## config.mk

```make
export PLATFORM = sky130hd
export DESIGN_NAME = macro_argument_splitter
export DESIGN_NICKNAME = d
export VERILOG_FILES = /design/src/hdl/mas_pkg.sv /design/src/hdl/mas_scan.sv /design/src/hdl/macro_argument_splitter.sv
export SDC_FILE = /design/constraint.sdc
export NUM_CORES = 1
export LEC_CHECK = 0
export BUFFER_PORTS_ARGS = -buffer_cell sky130_fd_sc_hd__buf_2
export CELL_PAD_IN_SITES_DETAIL_PLACEMENT = 0
export CELL_PAD_IN_SITES_GLOBAL_PLACEMENT = 1
export CORE_MARGIN = 3
export CORE_UTILIZATION = 47
export CTS_BUF_LIST = sky130_fd_sc_hd__clkbuf_4 sky130_fd_sc_hd__clkbuf_8 sky130_fd_sc_hd__clkbuf_16
export CTS_CLUSTER_SIZE = 10
export DETAILED_ROUTE_END_ITERATION = 16
export HOLD_SLACK_MARGIN = 0.12
export PLACE_DENSITY = 0.89
export REMOVE_ABC_BUFFERS = 1
export SLEW_MARGIN = 20
export SYNTH_ARGS = -nofsm -noshare
export SYNTH_HDL_FRONTEND = slang
export SYNTH_SLANG_ARGS = --single-unit
```

## constraint.sdc

```tcl
create_clock -name clk -period 8.12 [get_ports clk]
set_input_delay 1.218 -clock clk [delete_from_list [all_inputs] [get_ports clk]]
set_output_delay 1.218 -clock clk [all_outputs]
set_load 0.02 [all_outputs]
```

## src/hdl/mas_pkg.sv

```systemverilog
// shared types and constants for the macro argument splitter
`default_nettype none
package mas_pkg;

  localparam int MAX_DEPTH = 255;
  localparam int DEPTH_W   = $clog2(MAX_DEPTH + 1);

  localparam logic [7:0] CH_OPEN   = 8'h28;
  localparam logic [7:0] CH_CLOSE  = 8'h29;
  localparam logic [7:0] CH_COMMA  = 8'h2C;
  localparam logic [7:0] CH_DQUOTE = 8'h22;
  localparam logic [7:0] CH_SQUOTE = 8'h27;
  localparam logic [7:0] CH_BSLASH = 8'h5C;

  localparam logic [DEPTH_W-1:0] DEPTH_MAX = DEPTH_W'(MAX_DEPTH);

  typedef struct packed {
    logic [DEPTH_W-1:0] paren_depth;
    logic               in_string;
    logic               in_char_literal;
    logic               escape_pending;
    logic               arg_has_text;
    logic               list_has_args;
  } scan_state_t;

  typedef struct packed {
    logic [7:0] ch;
    logic       line_end;
  } scan_item_t;

  typedef struct packed {
    logic [7:0] out_char;
    logic       keep_char;
    logic [1:0] args_closed;
    logic       list_closed;
    logic       ended_open;
    logic       depth_overflow;
  } scan_result_t;

endpackage
`default_nettype wire

```

## src/hdl/mas_scan.sv

```systemverilog
// per-byte classification and next scanner state
`default_nettype none
module mas_scan import mas_pkg::*; (
  input  scan_state_t  state_cur,
  input  scan_item_t   item,
  output scan_state_t  state_nxt,
  output scan_result_t result
);

  logic        keep;
  logic        ovf;
  logic        list_done;
  logic        comma_top;
  logic [1:0]  closed;
  scan_state_t mid;

  always_comb begin
    mid       = state_cur;
    keep      = 1'b0;
    ovf       = 1'b0;
    list_done = 1'b0;
    comma_top = 1'b0;
    if (state_cur.escape_pending) begin
      mid.escape_pending = 1'b0;
      keep = 1'b1;
    end else if (state_cur.in_string || state_cur.in_char_literal) begin
      keep = 1'b1;
      if ((state_cur.in_string && item.ch == CH_DQUOTE) ||
          (!state_cur.in_string && item.ch == CH_SQUOTE)) begin
        mid.in_string       = 1'b0;
        mid.in_char_literal = 1'b0;
      end else if (item.ch == CH_BSLASH) begin
        mid.escape_pending = 1'b1;
      end
    end else if (item.ch == CH_OPEN) begin
      keep = 1'b1;
      if (state_cur.paren_depth < DEPTH_MAX) begin
        mid.paren_depth = state_cur.paren_depth + DEPTH_W'(1);
      end else begin
        ovf = 1'b1;
      end
    end else if (item.ch == CH_CLOSE) begin
      if (state_cur.paren_depth == '0) begin
        list_done = 1'b1;
      end else begin
        mid.paren_depth = state_cur.paren_depth - DEPTH_W'(1);
        keep = 1'b1;
      end
    end else if (item.ch == CH_COMMA && state_cur.paren_depth == '0) begin
      comma_top         = 1'b1;
      mid.arg_has_text  = 1'b0;
      mid.list_has_args = 1'b1;
    end else begin
      keep = 1'b1;
      if (item.ch == CH_DQUOTE) begin
        mid.in_string = 1'b1;
      end else if (item.ch == CH_SQUOTE) begin
        mid.in_char_literal = 1'b1;
      end
    end

    if (keep) begin
      mid.arg_has_text = 1'b1;
    end

    closed = {1'b0, list_done | comma_top};
    if (!list_done && item.line_end && (mid.arg_has_text || mid.list_has_args)) begin
      closed = closed + 2'd1;
    end

    // close or line end drop everything back to reset
    if (list_done || item.line_end) begin
      state_nxt = '0;
    end else begin
      state_nxt = mid;
    end

    result.out_char       = item.ch;
    result.keep_char      = keep;
    result.args_closed    = closed;
    result.list_closed    = list_done;
    result.ended_open     = !list_done && item.line_end;
    result.depth_overflow = ovf;
  end

endmodule
`default_nettype wire

```

## src/hdl/macro_argument_splitter.sv

```systemverilog
// top level of the macro argument splitter: input register, scanner, result register
//
//   channel | direction | handshake            | payload
//   --------+-----------+----------------------+--------------------------------------
//   in_     | input     | in_valid / in_stall  | in_ch, in_line_end
//   out_    | output    | out_valid / out_stall| out_char, out_keep_char, out_args_closed,
//           |           |                      | out_list_closed, out_ended_open,
//           |           |                      | out_depth_overflow
//
// one item per cycle sustained while out_stall is low; each item passes from the input
// register into the result register, where its result holds until the receiver takes it
// the scanner state (depth counter and literal flags) updates as an item moves from
// the input register into the result register, so back-to-back items see each other
// a stalled result register holds; the input register then fills and raises in_stall
// synchronous active-low reset clears the valid bits and the scanner state
`default_nettype none
module macro_argument_splitter import mas_pkg::*; (
  input  wire logic       clk,
  input  wire logic       rst_n,
  input  wire logic       in_valid,
  output logic            in_stall,
  input  wire logic [7:0] in_ch,
  input  wire logic       in_line_end,
  output logic            out_valid,
  input  wire logic       out_stall,
  output logic [7:0]      out_char,
  output logic            out_keep_char,
  output logic [1:0]      out_args_closed,
  output logic            out_list_closed,
  output logic            out_ended_open,
  output logic            out_depth_overflow
);

  // input register
  logic         s1_valid_r;
  scan_item_t   s1_item_r;
  // result register
  logic         s2_valid_r;
  scan_result_t s2_res_r;
  // scanner state
  scan_state_t  state_r;
  scan_state_t  state_nxt;
  scan_result_t res_nxt;

  logic s2_load;
  logic s1_load;

  // result register frees when empty or when its item is taken
  assign s2_load  = s1_valid_r && (!s2_valid_r || !out_stall);
  // input register takes a new item when empty or when its item moves on
  assign in_stall = s1_valid_r && !s2_load;
  assign s1_load  = in_valid && !in_stall;

  mas_scan u_scan (
    .state_cur (state_r),
    .item      (s1_item_r),
    .state_nxt (state_nxt),
    .result    (res_nxt)
  );

  always_ff @(posedge clk) begin
    if (!rst_n) begin
      s1_valid_r <= 1'b0;
      s2_valid_r <= 1'b0;
      state_r    <= '0;
    end else begin
      if (s1_load) begin
        s1_valid_r <= 1'b1;
      end else if (s2_load) begin
        s1_valid_r <= 1'b0;
      end
      if (s2_load) begin
        s2_valid_r <= 1'b1;
        state_r    <= state_nxt;
      end else if (!out_stall) begin
        s2_valid_r <= 1'b0;
      end
    end
  end

  // payload registers
  always_ff @(posedge clk) begin
    if (s1_load) begin
      s1_item_r.ch       <= in_ch;
      s1_item_r.line_end <= in_line_end;
    end
    if (s2_load) begin
      s2_res_r <= res_nxt;
    end
  end

  assign out_valid          = s2_valid_r;
  assign out_char           = s2_res_r.out_char;
  assign out_keep_char      = s2_res_r.keep_char;
  assign out_args_closed    = s2_res_r.args_closed;
  assign out_list_closed    = s2_res_r.list_closed;
  assign out_ended_open     = s2_res_r.ended_open;
  assign out_depth_overflow = s2_res_r.depth_overflow;

  // a closed list or a line end leaves the scanner at reset
  a_clear_after_end: assert property (@(posedge clk) disable iff (!rst_n)
    (s2_load && (res_nxt.list_closed || res_nxt.ended_open)) |=> (state_r == '0))
    else $error("scanner state not cleared after list end");

  // closing paren is dropped and completes exactly one argument
  a_close_shape: assert property (@(posedge clk) disable iff (!rst_n)
    (out_valid && out_list_closed) |->
      (!out_keep_char && out_args_closed == 2'd1 && !out_ended_open))
    else $error("malformed list close result");

  // overflow only on a kept open paren at saturated depth
  a_ovf_depth: assert property (@(posedge clk) disable iff (!rst_n)
    (s2_load && res_nxt.depth_overflow) |->
      (res_nxt.keep_char && state_r.paren_depth == DEPTH_MAX))
    else $error("overflow below maximum depth");

  // never three arguments from one byte
  a_args_range: assert property (@(posedge clk) disable iff (!rst_n)
    out_valid |-> (out_args_closed != 2'd3))
    else $error("args_closed out of range");

endmodule
`default_nettype wire

```

==> metrics.yaml, run 1 <==
antenna_found_initial: 0
maxCapViolCount: 0
path_cells: "or4b_1, nor4_1, inv_1, ha_1, a21oi_1, o221ai_1, o41ai_1, xnor2_1, nor3_1, a211o_1"
ys_seq_area_share_pct: 53.90
finalCritPeriodShare_pct: 42.06
drive_above_1_share_pct: 19.90
clk_path_buf_depth: 2
io_pins: 29
rr_worst_depth: 10
drt_first_pass_iters: 4
synthArstFlopShare_pct: 0
grt-ovfl-total: 0
die_h_um: 67.27
die_area_um2: 4525
grt_use_met3_pct: 4.992
arrival_ps: 3590
syn_avg_cell_area_um2: 11.03
place.detailed.hpwl_um: 2502
cts-resized-gates: 0
finalSetupViolations: 0
finalMaxSlewViolations: 0
cts.sinks: 36
grt_start_max_net_pins: 19
wire_per_inst_um: 14.53
clockRootBuffer: "clkbuf_8"
nets: 210
synth_mux_area_share_pct: 1.135
core-area_um2: 3468
grt_pass1_wl_um: 5754
viasPerCell: 5.641
drc_errors: 0
endpoint_kind: "flip-flop"
fin_worst_skew_ps: 4.407
postSynthCellCount: 160
synth_top_family_by_area: "simple AND/OR/NAND/NOR gates"
slew_headroom_pct: 49.67
path_max_fanout: 8
grt_util_met2_pct: 26.99
hold_buffers: 0
drt_iter0_markers: 97
synth_ff_type: "edfxtp_1"
rrSetupSlack_ps: 4700
ctsHtreeMaxLevel: 2
dr_total_vias: 1337
cellPowerDensity_nw_per_um2: 194.5
fin_crit_ps: 3416
grtUsageMet1_pct: 22.79
start_util_pct: 50.87
place_inst: 229
final_cells: 237
syn_area_um2: 1764
syn2layout_area_growth_pct: 15.96
dieWidth_um: 67.27
track_usage_pct: 17.46
clock_latency_ps: 280
fp-row-count: 21
hold_slack_ps: 473.4
gp_congestion: 0.8094
finalSetupTns_ps: 0
wirelength_um: 3443
ir_worst_vdd_mv: 0.1473
ys_ff_latch: 36
synth_edf_count: 23
cp.required_ps: 8290
cts_tree: "done"
p_leak_nw: 0.7540
grt_pass1_vias: 1216
layout_common_cells: "buf_2 (28), edfxtp_1 (23), dfxtp_1 (13)"
startpoint_type: "flip-flop"
final_common_cell: "buf_2"
startpoint: "s1_item_r[5]$_DFFE_PP_"
synth_fa_ha_area_share_pct: 5.390
critical_path.slowest_cell: "or4b_1"
critPathCapture: "state_r[12]$_SDFFE_PN0P_"
port_buffers: 28
grt_setup_unrepaired: "false"
synthDistinctLibCells: 44
fin_util_pct: 58.98
worstMarginPinSlew_ps: 753.4
cp_slowest_stage_delay_ps: 660
r2r_end: "state_r[12]$_SDFFE_PN0P_"
yosys.area_share.simple_pct: 23.12
final_antenna_net_count: 0
fmaxAchievable_mhz: 292.8
outcome: "finished, final reports clean"
crit_type: "flip-flop to flip-flop"
synth-compound-area-share_pct: 11.49
yosys_warnings: 0
post_cts_buffers: 0
final_hold_viol_count: 0
clk_pin_slew_ps: 70
n_antenna_cell: 0
numCtsBuffers: 5
timing.rr.start: "s1_item_r[5]$_DFFE_PP_"
busiest_layer: "met2"
worstHoldPathType: "flip-flop to flip-flop"
synth-xor-area-share_pct: 1.986
==> kinds of logic after synthesis <==
logic type / count (synthesis)
simple gates: 70
flops: 36
mux: 2
compound gates: 28
buf+inv: 13
xor+xnor: 4
fa+ha+maj: 7
==> layer usage <==
layer  share of wire, %  routed length [µm]
met5                  0                   0
met4                1.6                  55
met3                5.6                 194
met2                 48                1649
met1                 45                1543
==> Yosys cell counts (all sizes together), types with 2 or more instances <==
cell	count	area share, %
edfxtp	23	39
dfxtp	13	15
nand2	10	2.1
nor2b	10	3.5
nor2	9	2.1
inv	8	1.7
a21oi	7	2.0
nor4	7	2.5
ha	6	4.3
nor3	5	1.4
nand3	4	1.1
nand4	4	1.4
o21ai	4	1.1
xnor2	4	2.0
a21boi	3	1.3
a22oi	3	1.3
and2	3	1.1
buf	3	0.85
nand3b	3	1.3
or4	3	1.3
clkbuf	2	0.43
mux2i	2	1.1
nand2b	2	0.71
or3	2	0.71
or4b	2	1.1
==> sequential cells by signal, indices dropped and copies added, names as in the netlist <==
register            cells
out_ended_open          1
out_list_closed         1
out_valid               1
state_r                11
out_depth_overflow      1
out_args_closed         2
s1_valid_r              1
out_keep_char           1
out_char                8
s1_item_r               9
==> cell type report <==
class                           count  area [µm²]
Sequential cell                    36       950.9
Multi-Input combinational cell    111       760.7
Clock buffer                        5       68.82
Tap cell                           46       57.56
Timing Repair Buffer               28       140.1
Clock inverter                      3       37.54
Fill cell                         314        1423
Inverter                            8       30.03
==> power by group <==
group          total [mW]  switching [mW]  internal, mW
clock network       0.148          0.0589        0.0893
logic              0.0403          0.0238        0.0164
registers           0.209         0.00608         0.203
total               0.398          0.0888         0.309
==> worst max-delay path: cells and delay by family, from the launching register on <==
kind / cells / cell delay (ps)
buffers and inverters: 1 / 280
AOI/OAI and AO/OA: 4 / 930
adders and majority gates: 1 / 330
and+or+nand+nor: 3 / 1190
xor gates and xnor gates: 1 / 190
DFF: 1 / 390
==> through the flow <==
step	cell area (µm²)	worst slack, ps	power, mW
after detailed placement	1939	4720	0.2533
after floorplan	1742	5042	0.2397
after CTS	2046	4699	0.4017
after global placement	1939	4825	0.2518
final	2046	4704	0.3979
after global routing	2046	4427	0.4157
==> worst min path at each step <==
| stage | startpoint | endpoint | cells past startpoint |
|---|---|---|---|
| 6_report | s1_item_r[5]$_DFFE_PP_ | out_char[4]$_DFFE_PP_ | 0 |
| 3_5_place_dp | s1_item_r[5]$_DFFE_PP_ | out_char[4]$_DFFE_PP_ | 0 |
| 5_1_grt | s1_item_r[5]$_DFFE_PP_ | out_char[4]$_DFFE_PP_ | 0 |
| 4_1_cts | s1_item_r[5]$_DFFE_PP_ | out_char[4]$_DFFE_PP_ | 0 |
| 3_3_place_gp | s1_item_r[5]$_DFFE_PP_ | out_char[4]$_DFFE_PP_ | 0 |
| 2_1_floorplan | s1_item_r[6]$_DFFE_PP_ | out_char[5]$_DFFE_PP_ | 0 |
Note: power is estimated with default switching activity, not from simulation.
==> run 2, diff against run 1 <==
--- a/config.mk
+++ b/config.mk
@@ -9,12 +9,12 @@
 export CELL_PAD_IN_SITES_DETAIL_PLACEMENT = 0
 export CELL_PAD_IN_SITES_GLOBAL_PLACEMENT = 1
 export CORE_MARGIN = 3
-export CORE_UTILIZATION = 47
+export CORE_UTILIZATION = 43
 export CTS_BUF_LIST = sky130_fd_sc_hd__clkbuf_4 sky130_fd_sc_hd__clkbuf_8 sky130_fd_sc_hd__clkbuf_16
 export CTS_CLUSTER_SIZE = 10
 export DETAILED_ROUTE_END_ITERATION = 16
 export HOLD_SLACK_MARGIN = 0.12
-export PLACE_DENSITY = 0.89
+export PLACE_DENSITY = 0.83
 export REMOVE_ABC_BUFFERS = 1
 export SLEW_MARGIN = 20
 export SYNTH_ARGS = -nofsm -noshare
==> constraint.sdc (replaced) <==
create_clock -name clk -period 3.4 [get_ports clk]
set_input_delay 0.51 -clock clk [delete_from_list [all_inputs] [get_ports clk]]
set_output_delay 0.51 -clock clk [all_outputs]
set_load 0.02 [all_outputs]
==> metrics.yaml, run 2 (synthesis gave the netlist of run 1 again) <==
p_leak_nw: 0.7759
ir_worst_vdd_mv: 0.2650
finalMaxSlewViolations: 0
grt_pass1_wl_um: 6327
finalSetupTns_ps: 0
worstHoldPathType: "primary input to flip-flop"
place.detailed.hpwl_um: 2653
grt_setup_unrepaired: "false"
cellPowerDensity_nw_per_um2: 464.2
cts.sinks: 36
slew_headroom_pct: 50.18
arrival_ps: 3340
io_pins: 29
min_from: "in_ch[7]"
worst-path-buf-inv: 1
layout_common_cells: "buf_2 (28), edfxtp_1 (23), dfxtp_1 (13)"
gp_congestion: 0.8021
fp-row-count: 22
path_cells: "or4b_1, nor4_2, inv_1, ha_1, a21oi_1, o221ai_1, o41ai_2, xnor2_1, nor3_1, a211o_1"
top_register: "state_r"
drt_iter0_markers: 78
nets: 213
die_h_um: 70.05
final_hold_viol_count: 0
fin_crit_ps: 3168
clock_latency_ps: 280
final_antenna_net_count: 0
clk_pin_slew_ps: 70
path_delay_family: "simple AND/OR/NAND/NOR gates"
wire_per_inst_um: 14.86
startpoint_type: "flip-flop"
port_buffers: 28
clockRootBuffer: "clkbuf_8"
post_cts_buffers: 0
final_cells: 242
r2r_end: "state_r[12]$_SDFFE_PN0P_"
startpoint: "s1_item_r[5]$_DFFE_PP_"
core-area_um2: 3799
finalSetupViolations: 0
dieWidth_um: 70.05
path_max_fanout: 8
clk_path_buf_depth: 2
outcome: "finished, final reports clean"
timing.rr.start: "s1_item_r[5]$_DFFE_PP_"
cp.required_ps: 3570
fillCellCount: 337
track_usage_pct: 16.14
final_common_cell: "buf_2"
syn2layout_area_growth_pct: 18.44
rrSetupSlack_ps: 230
n_antenna_cell: 0
hold_buffers: 0
viasPerCell: 5.674
fin_worst_skew_ps: 5.383
rr_worst_depth: 10
maxCapViolCount: 0
crit_type: "flip-flop to flip-flop"
fmaxAchievable_mhz: 315.6
grt_start_max_net_pins: 19
numCtsBuffers: 5
wirelength_um: 3595
grt-ovfl-total: 0
finalCritPeriodShare_pct: 93.19
die_area_um2: 4907
worstMarginPinSlew_ps: 745.8
largest_register_ffs: 11
drt_first_pass_iters: 4
hold_path_end: "s1_item_r[8]$_DFFE_PP_"
critical_path.slowest_cell: "or4b_1"
antenna_found_initial: 0
hold_depth: 1
start_util_pct: 46.44
endpoint_kind: "flip-flop"
cp_slowest_stage_delay_ps: 570
grt_pass1_vias: 1372
ctsHtreeMaxLevel: 2
drive_above_1_share_pct: 23.20
place_inst: 234
drc_errors: 0
dr_total_vias: 1373
cts_tree: "done"
[run 2: cell types whose count changed in the layout (fill, tap and decap cells not counted), sizes merged]
cell / previous run / this run
buf: 28 / 31
clkbuf: 5 / 6
clkinv: 2 / 1
[run 2: worst max path at each step]
stage                                     endpoint  cells after the start
final                     state_r[12]$_SDFFE_PN0P_                     10
after global routing      state_r[12]$_SDFFE_PN0P_                     10
after CTS                 state_r[12]$_SDFFE_PN0P_                     10
after detailed placement  state_r[12]$_SDFFE_PN0P_                     10
after global placement    state_r[12]$_SDFFE_PN0P_                     10
after floorplan           state_r[12]$_SDFFE_PN0P_                     10
[run 2: per-stage QoR]
step	total power, mW	utilization [%]	hold WS [ps]	setup WS [ps]	instance area, µm²
2_1_floorplan	0.5725	-	441.2	322.3	1742
3_3_place_gp	0.6044	51.71	450.8	189.6	1964
3_5_place_dp	0.6080	51.71	462.8	141.1	1964
4_1_cts	0.9748	54.64	391.9	118.3	2076
5_1_grt	1.018	55.01	381.9	36.15	2090
6_report	0.9700	55.01	400.1	231.7	2090
[run 2: final cells by class]
cell class | count | area (µm²) | area share, %
clock inverter | 2 | 35.03 | 1.677
inverter | 8 | 30.03 | 1.437
tap | 48 | 60.06 | 2.874
clock buffer | 6 | 76.32 | 3.653
multi-input combinational | 111 | 774.5 | 37.07
timing repair buffer | 31 | 162.7 | 7.784
sequential | 36 | 950.9 | 45.51
[run 2: metal layers]
layer | track usage [%] | vias up | share of wire, %
li1 | - | 666 | -
met1 | 21.91 | 656 | 45
met5 | 0 | - | 0
met2 | 24.55 | 47 | 49
met3 | 4.460 | 4 | 4.9
met4 | 5.957 | 0 | 1.0
[run 2: where the power goes]
group / internal (mW) / total [mW] / leakage, nW / switching, mW
registers: 0.486 / 0.500 / 0.320 / 0.0140
clock network: 0.225 / 0.368 / 0.0586 / 0.142
logic: 0.0419 / 0.103 / 0.398 / 0.0607
[run 2: what timing repair did]
item                       CTS  global route
resized for setup            0             2
setup endpoints to repair    0             2
hold endpoints to repair     0             0
